### src/rtl/wsa_ram.sv
module wsa_ram #(
  parameter int unsigned WIDTH = 8,
  parameter int unsigned DEPTH = 16
) (
  input  logic                     clk_i,
  input  logic                     we_i,
  input  logic [$clog2(DEPTH)-1:0] waddr_i,
  input  logic [WIDTH-1:0]         wdata_i,
  input  logic                     re_i,
  input  logic [$clog2(DEPTH)-1:0] raddr_i,
  output logic [WIDTH-1:0]         rdata_o
);

  logic [WIDTH-1:0] mem_q [DEPTH];
  logic [WIDTH-1:0] rdata_q;

  always_ff @(posedge clk_i) begin
    if (we_i) begin
      mem_q[waddr_i] <= wdata_i;
    end
    if (re_i) begin
      rdata_q <= mem_q[raddr_i];
    end
  end

  assign rdata_o = rdata_q;

endmodule

### config.mk
export PLATFORM = sky130hd
export DESIGN_NAME = wsa_ram
export DESIGN_NICKNAME = d
export VERILOG_FILES = /design/src/rtl/wsa_ram.sv
export SDC_FILE = /design/constraint.sdc
export NUM_CORES = 1
export LEC_CHECK = 0
export ABC_CLOCK_PERIOD_IN_PS = 3100
export BUFFER_PORTS_ARGS = -buffer_cell sky130_fd_sc_hd__buf_2
export CORE_ASPECT_RATIO = 0.5
export CORE_MARGIN = 1.5
export CORE_UTILIZATION = 36
export DETAILED_ROUTE_END_ITERATION = 7
export GPL_ROUTABILITY_DRIVEN = 1
export HOLD_SLACK_MARGIN = 0.06
export SLEW_MARGIN = 40
export SYNTH_ARGS = -nofsm -noshare
export SYNTH_HDL_FRONTEND = slang
export SYNTH_SLANG_ARGS = --single-unit
### constraint.sdc
create_clock -name clk_i -period 3.1 [get_ports clk_i]
set_clock_uncertainty 0.1 [all_clocks]
set_input_delay 0.465 -clock clk_i [delete_from_list [all_inputs] [get_ports clk_i]]
set_output_delay 0.465 -clock clk_i [all_outputs]
set_load 0.1 [all_outputs]
==> metrics.yaml, run 1 <==
critPathLaunchType: "primary input"
fin_nets: 293
placed_area_um2: 5599
finalMaxSlewViolations: 0
antenna_found_initial: 0
synth_area_um2: 5228
tightest_slew_ns: 0.7992
routed_wl_mm: 10.44
ys_ff_latch: 136
crit_path_max_fanout: 19
drc: 0
ant_nets: 0
yosysSeqAreaShare_pct: 78.12
num_vias: 2409
die_x_um: 173.4
worst_path_max_delay_cell: "buf_2"
crit_buf_inv: 2
worstHoldEndpoint: "rdata_o[5]"
power_density_nw_per_um2: 715.3
grt_setup_unrepaired: "false"
fin_crit_ns: 1.928
cts_hold_buf: 0
synth_top_cell_area_share_pct: 78.12
clock_latency_ns: 0.41
r2r_cells: 3
fillers: 1160
cts_buffers: 17
antenna_cells: 0
grt_max_degree: 33
slowest_delay_ns: 0.43
whs_path_depth: 1
cts_htree_levels: 4
crit_path_end_kind: "register"
die_area_um2: 15300
cts_sinks: 136
ys_warn_count: 0
status: "finished clean"
synthDistinctLibCells: 18
post_drt_via_cell_ratio: 5.029
portBuffers: 26
maxCapViolations: 0
root_buffer: "clkbuf_16"
postCtsSetupBuffers: 0
vdd.ir_drop.worst_mv: 0.4325
dp_hpwl_mm: 6.644
ctsResizeCount: 0
cts_buffer_depth: 2
finalSetupViolations: 0
hp-start: "re_i"
die_h_um: 88.21
path_cells: "buf_2 > buf_4 > mux4_1 > a22oi_1 > nand2_1"
grt_usage_pct: 14.93
crit_arrival_ns: 1.98
design_area_um2: 6251
cp_data_required_time_ns: 3.15
ys_top_cells_by_area: "edfxtp_1 (78%), mux4_2 (7.8%), mux4_1 (7.0%)"
hold_class: "primary input to register"
wl_per_cell_um: 21.79
syn_area_per_cell_um2: 22.83
slew_headroom_pct: 46.52
rows: 30
reg2reg_slack_ns: 1.37
grt_pass1_vias: 2597
fmax_mhz: 518.8
p_leak_nw: 2.058
dr.first_iter.drc_count: 211
period_share_pct: 62.18
reg2reg_from: "mem_q[0][7]"
ios: 27
critical_path_class: "primary input to register"
r2r_end: "rdata_o[7]"
start_util_pct: 37.74
cts_tree: "done"
setup_tns_ns: 0
clkTransAtPathRegs_ns: 0.06
gp_congestion: 0.7395
core_area_um2: 13850
crit_family: "buffers and inverters"
synth_fp_nets: 248
hold_viol: 0
grt_overflow: 0
netlist_instances: 229
yosysTopAreaCell: "edfxtp_1"
drtPass1Iterations: 4
grt_pass1_wl_mm: 15.77
syn_to_final_growth_pct: 19.58
drive_above_1_share_pct: 31.71
## layout by cell type, fill, tap and decap left out, types with 2 or more instances in the layout
cell and count:
edfxtp_1 136, buf_2 26, mux4_2 18, clkbuf_16 17
a22oi_1 16, mux4_1 14, nand2_1 9, buf_4 9
nor2_2 7, nor2_1 6, bufinv_16 5, clkinvlp_4 5
nor3_1 4, nand3b_1 2, nand2b_1 2, clkinv_1 2
clkinv_2 2
## state kept, by name, indices dropped and copies added, names as in the netlist
name and cells:
mem_q 128, rdata_o 8
## layout make-up
cell class	count	area, um^2	share of cell area, %
flip-flops and latches	136	4084	65.33
repair buffers	36	217.7	3.483
well taps	192	240.2	3.843
clock buffers	18	429.2	6.865
clock inverters	14	205.2	3.283
multi-input cells	83	1075	17.19
## logic make-up after synthesis
kind of cell    after synthesis  synth area share, %
flops                       136                78.12
simple gates                 35                3.136
mux                          32                14.79
compound gates               16                2.298
buf+inv                      10                1.651
## worst register-to-register path: stages, from the launching register on
cell and delay [ns]:
edfxtp_1 0.37, mux4_2 0.47, a22oi_1 0.40, nand2_1 0.12
## where the power goes
group / internal, mW / switching, mW
logic: 0.0767 / 0.176
clock network: 1.42 / 0.718
registers: 2.07 / 0.0109
total: 3.57 / 0.906
## metrics by stage
step	setup slack [ns]	hold slack, ns	util (%)	power, mW	cells
after floorplan	1.042	0.4639	-	2.288	229
after global placement	0.7965	0.6386	40.42	2.367	447
after detailed placement	0.7803	0.6521	40.42	2.375	447
after CTS	1.213	0.3215	45.00	4.496	479
after global routing	1.102	0.3223	45.13	4.596	479
final	1.172	0.3341	45.13	4.471	479
## cell usage after synthesis
cell type	n
edfxtp_1	136
mux4_2	18
a22oi_1	16
mux4_1	14
nor2_1	13
nand2_1	9
nor3_1	4
buf_2	3
buf_6	3
clkdlybuf4s25_2	3
nand2b_1	2
nand3b_1	2
and2_1	1
and2b_1	1
buf_4	1
nand3_1	1
nor2b_1	1
or3b_2	1
## worst max path at each step
stage                          start           to  slack (ns)  cells after the start
after floorplan           waddr_i[2]  mem_q[0][0]        1.04                      2
after global placement    raddr_i[1]   rdata_o[1]        0.80                      5
after detailed placement  raddr_i[1]   rdata_o[5]        0.78                      5
after CTS                 raddr_i[1]   rdata_o[5]        1.21                      5
after global routing      raddr_i[1]   rdata_o[5]        1.10                      5
final                     raddr_i[1]   rdata_o[5]        1.17                      5
## metal layers
layer | vias to the layer above | GRT usage (%) | wire (um)
li1 | 1075 | - | -
met1 | 1256 | 19.29 | 4721
met2 | 71 | 23.59 | 4962
met3 | 7 | 5.026 | 647
met4 | 0 | 6.403 | 108
met5 | - | 0 | 0
No activity file was read; power rests on OpenSTA's default activity.
==> run 2, diff against run 1 <==
--- a/config.mk
+++ b/config.mk
@@ -5,7 +5,7 @@
 export SDC_FILE = /design/constraint.sdc
 export NUM_CORES = 1
 export LEC_CHECK = 0
-export ABC_CLOCK_PERIOD_IN_PS = 3100
+export ABC_CLOCK_PERIOD_IN_PS = 2000
 export BUFFER_PORTS_ARGS = -buffer_cell sky130_fd_sc_hd__buf_2
 export CORE_ASPECT_RATIO = 0.5
 export CORE_MARGIN = 1.5
==> constraint.sdc (replaced) <==
create_clock -name clk_i -period 2 [get_ports clk_i]
set_clock_uncertainty 0.1 [all_clocks]
set_input_delay 0.3 -clock clk_i [delete_from_list [all_inputs] [get_ports clk_i]]
set_output_delay 0.3 -clock clk_i [all_outputs]
set_load 0.1 [all_outputs]
==> metrics.yaml, run 2 (same netlist as run 1, synthesis figures left out) <==
status: "finished clean"
clkTransAtPathRegs_ns: 0.06  # about the same
grt_setup_unrepaired: "false"
slew_headroom_pct: 67.42  # +21 points
ant_nets: 0  # unchanged
ctsResizeCount: 0  # unchanged
finalMaxSlewViolations: 0  # unchanged
wl_per_cell_um: 21.00  # -3.6%
fin_crit_ns: 1.692
cts_buffer_depth: 2  # unchanged
crit_family: "buffers and inverters"
ios: 27  # unchanged
core_area_um2: 13850  # unchanged
period_share_pct: 84.58
grt_pass1_vias: 2545  # -2.0%
drive_above_1_share_pct: 32.11  # +0.40 points
antenna_cells: 0  # unchanged
clock_latency_ns: 0.41  # about the same
antenna_found_initial: 0  # unchanged
drc: 0  # unchanged
critPathLaunchType: "register"
largest_reg_flops: 128  # unchanged
setup_tns_ns: 0  # unchanged
die_h_um: 88.21  # unchanged
num_vias: 2482  # +3.0%
post_drt_via_cell_ratio: 5.055  # +0.51%
utilization_pct: 45.53  # +0.40 points
cts_hold_buf: 0  # unchanged
rows: 30  # unchanged
dpl_worst_slack_ns: -0.05512  # -0.8354 ns
hold_class: "primary input to register"
hold_viol: 0  # unchanged
p_seq_share_pct: 48.3  # +1.7 points
fmax_mhz: 591.2
routed_wl_mm: 10.31  # -1.2%
p_switching_mw: 1.412  # +56%
crit_path_max_fanout: 1  # -18
regMostFlops: "mem_q"
critical_path_class: "register to output pin"
final_cell_mix: "edfxtp_1 (136), buf_2 (26), buf_4 (20), mux4_2 (18), clkbuf_16 (17)"
total_power_mw: 6.688  # +50%
slowest_delay_ns: 0.46  # +0.03 ns
path_cells: "buf_2"
pwr-share-comb_pct: 6.0  # +0.3 points
swShare_pct: 21.11  # +0.85 points
gp_congestion: 0.7499  # +1.4%
fin_nets: 306  # +4.4%
worst_path_max_delay_cell: "buf_2"
root_buffer: "clkbuf_16"
p_leak_nw: 2.106  # +2.3%
grt_usage_pct: 14.79  # -0.14 points
crit_arrival_ns: 1.29  # -0.69 ns
cts_sinks: 136  # unchanged
setup_ws_ns: 0.3084  # -0.8640 ns
postCtsSetupBuffers: 0  # unchanged
p_int_mw: 5.277  # +48%
crit_path_end_kind: "output pin"
p_clk_share_pct: 45.7  # -2.0 points
grt_overflow: 0  # unchanged
final_common_cell: "edfxtp_1"
dp_hpwl_mm: 6.824  # +2.7%
finalSetupViolations: 0  # unchanged
crit_buf_inv: 1  # -1
maxCapViolations: 0  # unchanged
grt_max_degree: 33  # unchanged
die_area_um2: 15300  # unchanged
portBuffers: 26  # unchanged
syn_to_final_growth_pct: 20.63
grt_pass1_wl_mm: 15.55  # -1.4%
cp_data_required_time_ns: 1.60  # -1.55 ns
cts_tree: "done"
tightest_slew_ns: 0.4921  # -0.3071 ns
drtPass1Iterations: 5  # +1
cts_buffers: 17  # unchanged
dr.first_iter.drc_count: 184  # -13%
cts_htree_levels: 4  # unchanged
start_util_pct: 37.74  # unchanged
die_x_um: 173.4  # unchanged
vdd.ir_drop.worst_mv: 0.7722  # +79%
power_density_nw_per_um2: 1061  # +48%
## run 2: cell types whose count changed in the layout (fill, tap and decap cells not counted)
cell	delta
nor2_2	-7
clkinv_1	+1
buf_4	+11
clkbuf_1	-1
clkinvlp_4	+2
nor2_1	+7
clkinv_2	-1
buf_12	+2
bufinv_16	-2
## run 2: power by group through the flow
| stage | Clock [mW] | Combinational (mW) | Sequential, mW |
|---|---|---|---|
| after floorplan | 0 | 0.162 | 3.38 |
| after global placement | 0 | 0.397 | 3.29 |
| after detailed placement | 0 | 0.405 | 3.29 |
| after CTS | 3.10 | 0.406 | 3.23 |
| after global routing | 3.22 | 0.429 | 3.24 |
| final | 3.05 | 0.402 | 3.23 |
## run 2: path summary, 6_finish.rpt
| path | startpoint | to | slack (ns) | cells past startpoint |
|---|---|---|---|---|
| worst max register to register | mem_q[3][6] | rdata_o[6] | 0.35 | 3 |
| worst max-delay path | rdata_o[3] | rdata_o[3] | 0.31 | 1 |
| worst min register to register | mem_q[4][3] | rdata_o[3] | 0.66 | 3 |
| worst min-delay path | re_i | rdata_o[1] | 0.17 | 1 |
## run 2: cell type report
cell class	count	area (um^2)
repair buffers	49	340.3
fillers	1144	7545
clock buffers	17	425.4
well taps	192	240.2
multi-input cells	83	1057
flip-flops and latches	136	4084
clock inverters	14	158.9
## run 2: layer usage
metal / up-vias / routed length [um] / global-route usage [%]
li1: 1100 / - / -
met1: 1309 / 4858 / 19.92
met2: 62 / 4710 / 22.75
met3: 11 / 612 / 4.296
met4: 0 / 131 / 6.640
met5: - / 0 / 0
## run 2: through the flow
| step | std cells | area (um^2) | hold WS [ns] |
|---|---|---|---|
| 4_1_cts | 491 | 6306 | 0.1448 |
| 6_report | 491 | 6306 | 0.1673 |
| 3_5_place_dp | 460 | 5722 | 0.5805 |
| 5_1_grt | 491 | 6306 | 0.1470 |
| 3_3_place_gp | 460 | 5722 | 0.5860 |
| 2_1_floorplan | 229 | 5228 | 0.2989 |
==> run 3, diff against run 2 <==
--- a/config.mk
+++ b/config.mk
@@ -5,7 +5,7 @@
 export SDC_FILE = /design/constraint.sdc
 export NUM_CORES = 1
 export LEC_CHECK = 0
-export ABC_CLOCK_PERIOD_IN_PS = 2000
+export ABC_CLOCK_PERIOD_IN_PS = 1650
 export BUFFER_PORTS_ARGS = -buffer_cell sky130_fd_sc_hd__buf_2
 export CORE_ASPECT_RATIO = 0.5
 export CORE_MARGIN = 1.5
==> constraint.sdc (replaced) <==
create_clock -name clk_i -period 1.65 [get_ports clk_i]
set_clock_uncertainty 0.1 [all_clocks]
set_input_delay 0.2475 -clock clk_i [delete_from_list [all_inputs] [get_ports clk_i]]
set_output_delay 0.2475 -clock clk_i [all_outputs]
set_load 0.1 [all_outputs]
==> metrics.yaml, run 3 (same netlist as run 1, synthesis figures left out) <==
status: "finished clean"
clock_latency_ns: 0.41  # about the same
antenna_found_initial: 0  # unchanged
crit_family: "multiplexers"
crit_buf_inv: 0  # -1
largest_reg_flops: 128  # unchanged
antenna_cells: 0  # unchanged
reg2reg_from: "mem_q[0][2]"
hold_viol: 0  # unchanged
met2_usage_pct: 23.48  # +0.73 points
instances_no_fill: 504  # +2.6%
r2r_end: "rdata_o[2]"
cts_htree_levels: 4  # unchanged
grt_max_degree: 24  # -27%
fin_nets: 319  # +4.2%
die_x_um: 173.4  # unchanged
grt_pass1_vias: 2655  # +4.3%
rows: 30  # unchanged
period_share_pct: 97.09
core_area_um2: 13850  # unchanged
grt.busiest_layer: "met2"
grtUsageMet3_pct: 4.424  # +0.13 points
placedCellCount: 473  # +2.8%
grtUsageMet1_pct: 18.93  # -0.99 points
syn_to_final_growth_pct: 22.24
ctsResizeCount: 0  # unchanged
wl_per_cell_um: 20.45  # -2.6%
path_depth: 3  # +2
grt_usage_pct: 14.66  # -0.13 points
routed_wl_mm: 10.31  # about the same
grt_overflow: 0  # unchanged
die_area_um2: 15300  # unchanged
fmax_mhz: 624.2
cts_sinks: 136  # unchanged
portBuffers: 26  # unchanged
cp_data_required_time_ns: 1.70  # +0.10 ns
clkTransAtPathRegs_ns: 0.06  # about the same
endpoint: "rdata_o[2]"
placed_area_um2: 5837  # +2.0%
r2r_cells: 3  # unchanged
post_drt_via_cell_ratio: 5.075  # +0.40%
power_density_nw_per_um2: 1229  # +16%
critical_path_class: "register to register"
cts_hold_buf: 0  # unchanged
ant_nets: 0  # unchanged
fillers: 1140  # -0.35%
root_buffer: "clkbuf_16"
final_cell_mix: "edfxtp_1 (136), buf_4 (32), buf_2 (24), mux4_2 (18), clkbuf_16 (17)"
finalSetupViolations: 0  # unchanged
start_util_pct: 37.74  # unchanged
p_leak_nw: 2.189  # +4.0%
cp-startpoint: "mem_q[0][2]"
drc: 0  # unchanged
final_common_cell: "edfxtp_1"
reg2reg_slack_ns: 0.05  # -0.30 ns
tightest_slew_ns: 0.7562  # +0.2640 ns
gp_congestion: 0.8012  # +6.8%
drtPass1Iterations: 4  # -1
path_cells: "mux4_1 > a22oi_2 > nand2_1"
crit_path_max_fanout: 1  # unchanged
utilization_pct: 46.13  # +0.61 points
cts_buffer_depth: 2  # unchanged
die_h_um: 88.21  # unchanged
worst_path_max_delay_cell: "mux4_1"
dr.first_iter.drc_count: 213  # +16%
maxCapViolations: 0  # unchanged
vdd.ir_drop.worst_mv: 0.7699  # -0.30%
drive_above_1_share_pct: 35.26  # +3.1 points
cts_buffers: 17  # unchanged
design_area_um2: 6390  # +1.3%
slew_headroom_pct: 49.40  # -18 points
dp_hpwl_mm: 7.142  # +4.7%
slowest_delay_ns: 0.53  # +0.07 ns
finalMaxSlewViolations: 0  # unchanged
cts_tree: "done"
hold_class: "primary input to register"
grt_setup_unrepaired: "false"
postCtsSetupBuffers: 0  # unchanged
fin_crit_ns: 1.602
grt_pass1_wl_mm: 15.70  # +0.98%
crit_path_end_kind: "register"
crit_arrival_ns: 1.66  # +0.37 ns
num_vias: 2558  # +3.1%
ios: 27  # unchanged
critPathLaunchType: "register"
regMostFlops: "mem_q"
-- run 3: changes by cell type in the layout (fill, tap and decap cells not counted), sizes merged --
cell,previous run,this run
clkinv,4,9
bufinv,3,2
clkinvlp,7,1
clkbuf,17,21
buf,49,60
-- run 3: where the power goes --
part / internal (mW) / switching (mW)
Sequential: 3.90 / 0.0234
Clock: 2.18 / 1.25
Combinational: 0.177 / 0.331
Total: 6.25 / 1.60
-- run 3: area by class of cell --
type	instances	area [um^2]	area share, %
clock buffers	19	432.9	6.775
flip-flops and latches	136	4084	63.91
clock inverters	12	110.1	1.723
multi-input cells	83	1067	16.70
repair buffers	62	455.4	7.127
well taps	192	240.2	3.760
-- run 3: layer usage --
metal	routed length (um)	part of all wire [%]
met1	4422	43
met2	4892	47
met3	870	8.4
met4	120	1.2
met5	0	0
-- run 3: worst min-delay path by stage --
stage                     startpoint  slack [ns]  cells past startpoint           end
final                           re_i        0.12                      1    rdata_o[5]
after floorplan           wdata_i[0]        0.25                      0   mem_q[0][0]
after detailed placement        re_i        0.53                      1    rdata_o[3]
after global routing            re_i        0.10                      1    rdata_o[3]
after global placement    wdata_i[6]        0.53                      1  mem_q[12][6]
after CTS                       re_i         0.1                      1    rdata_o[5]
-- run 3: per-stage QoR --
step	setup TNS, ns	power, mW	hold WS (ns)	setup WS (ns)
floorplan	0	4.299	0.2464	0.02009
global placement	-1.479	4.481	0.5333	-0.2503
detailed placement	-1.787	4.497	0.5317	-0.2598
CTS	0	7.946	0.09616	0.006333
global route	0	8.106	0.1049	0.01326
finish	0	7.854	0.1200	0.04794
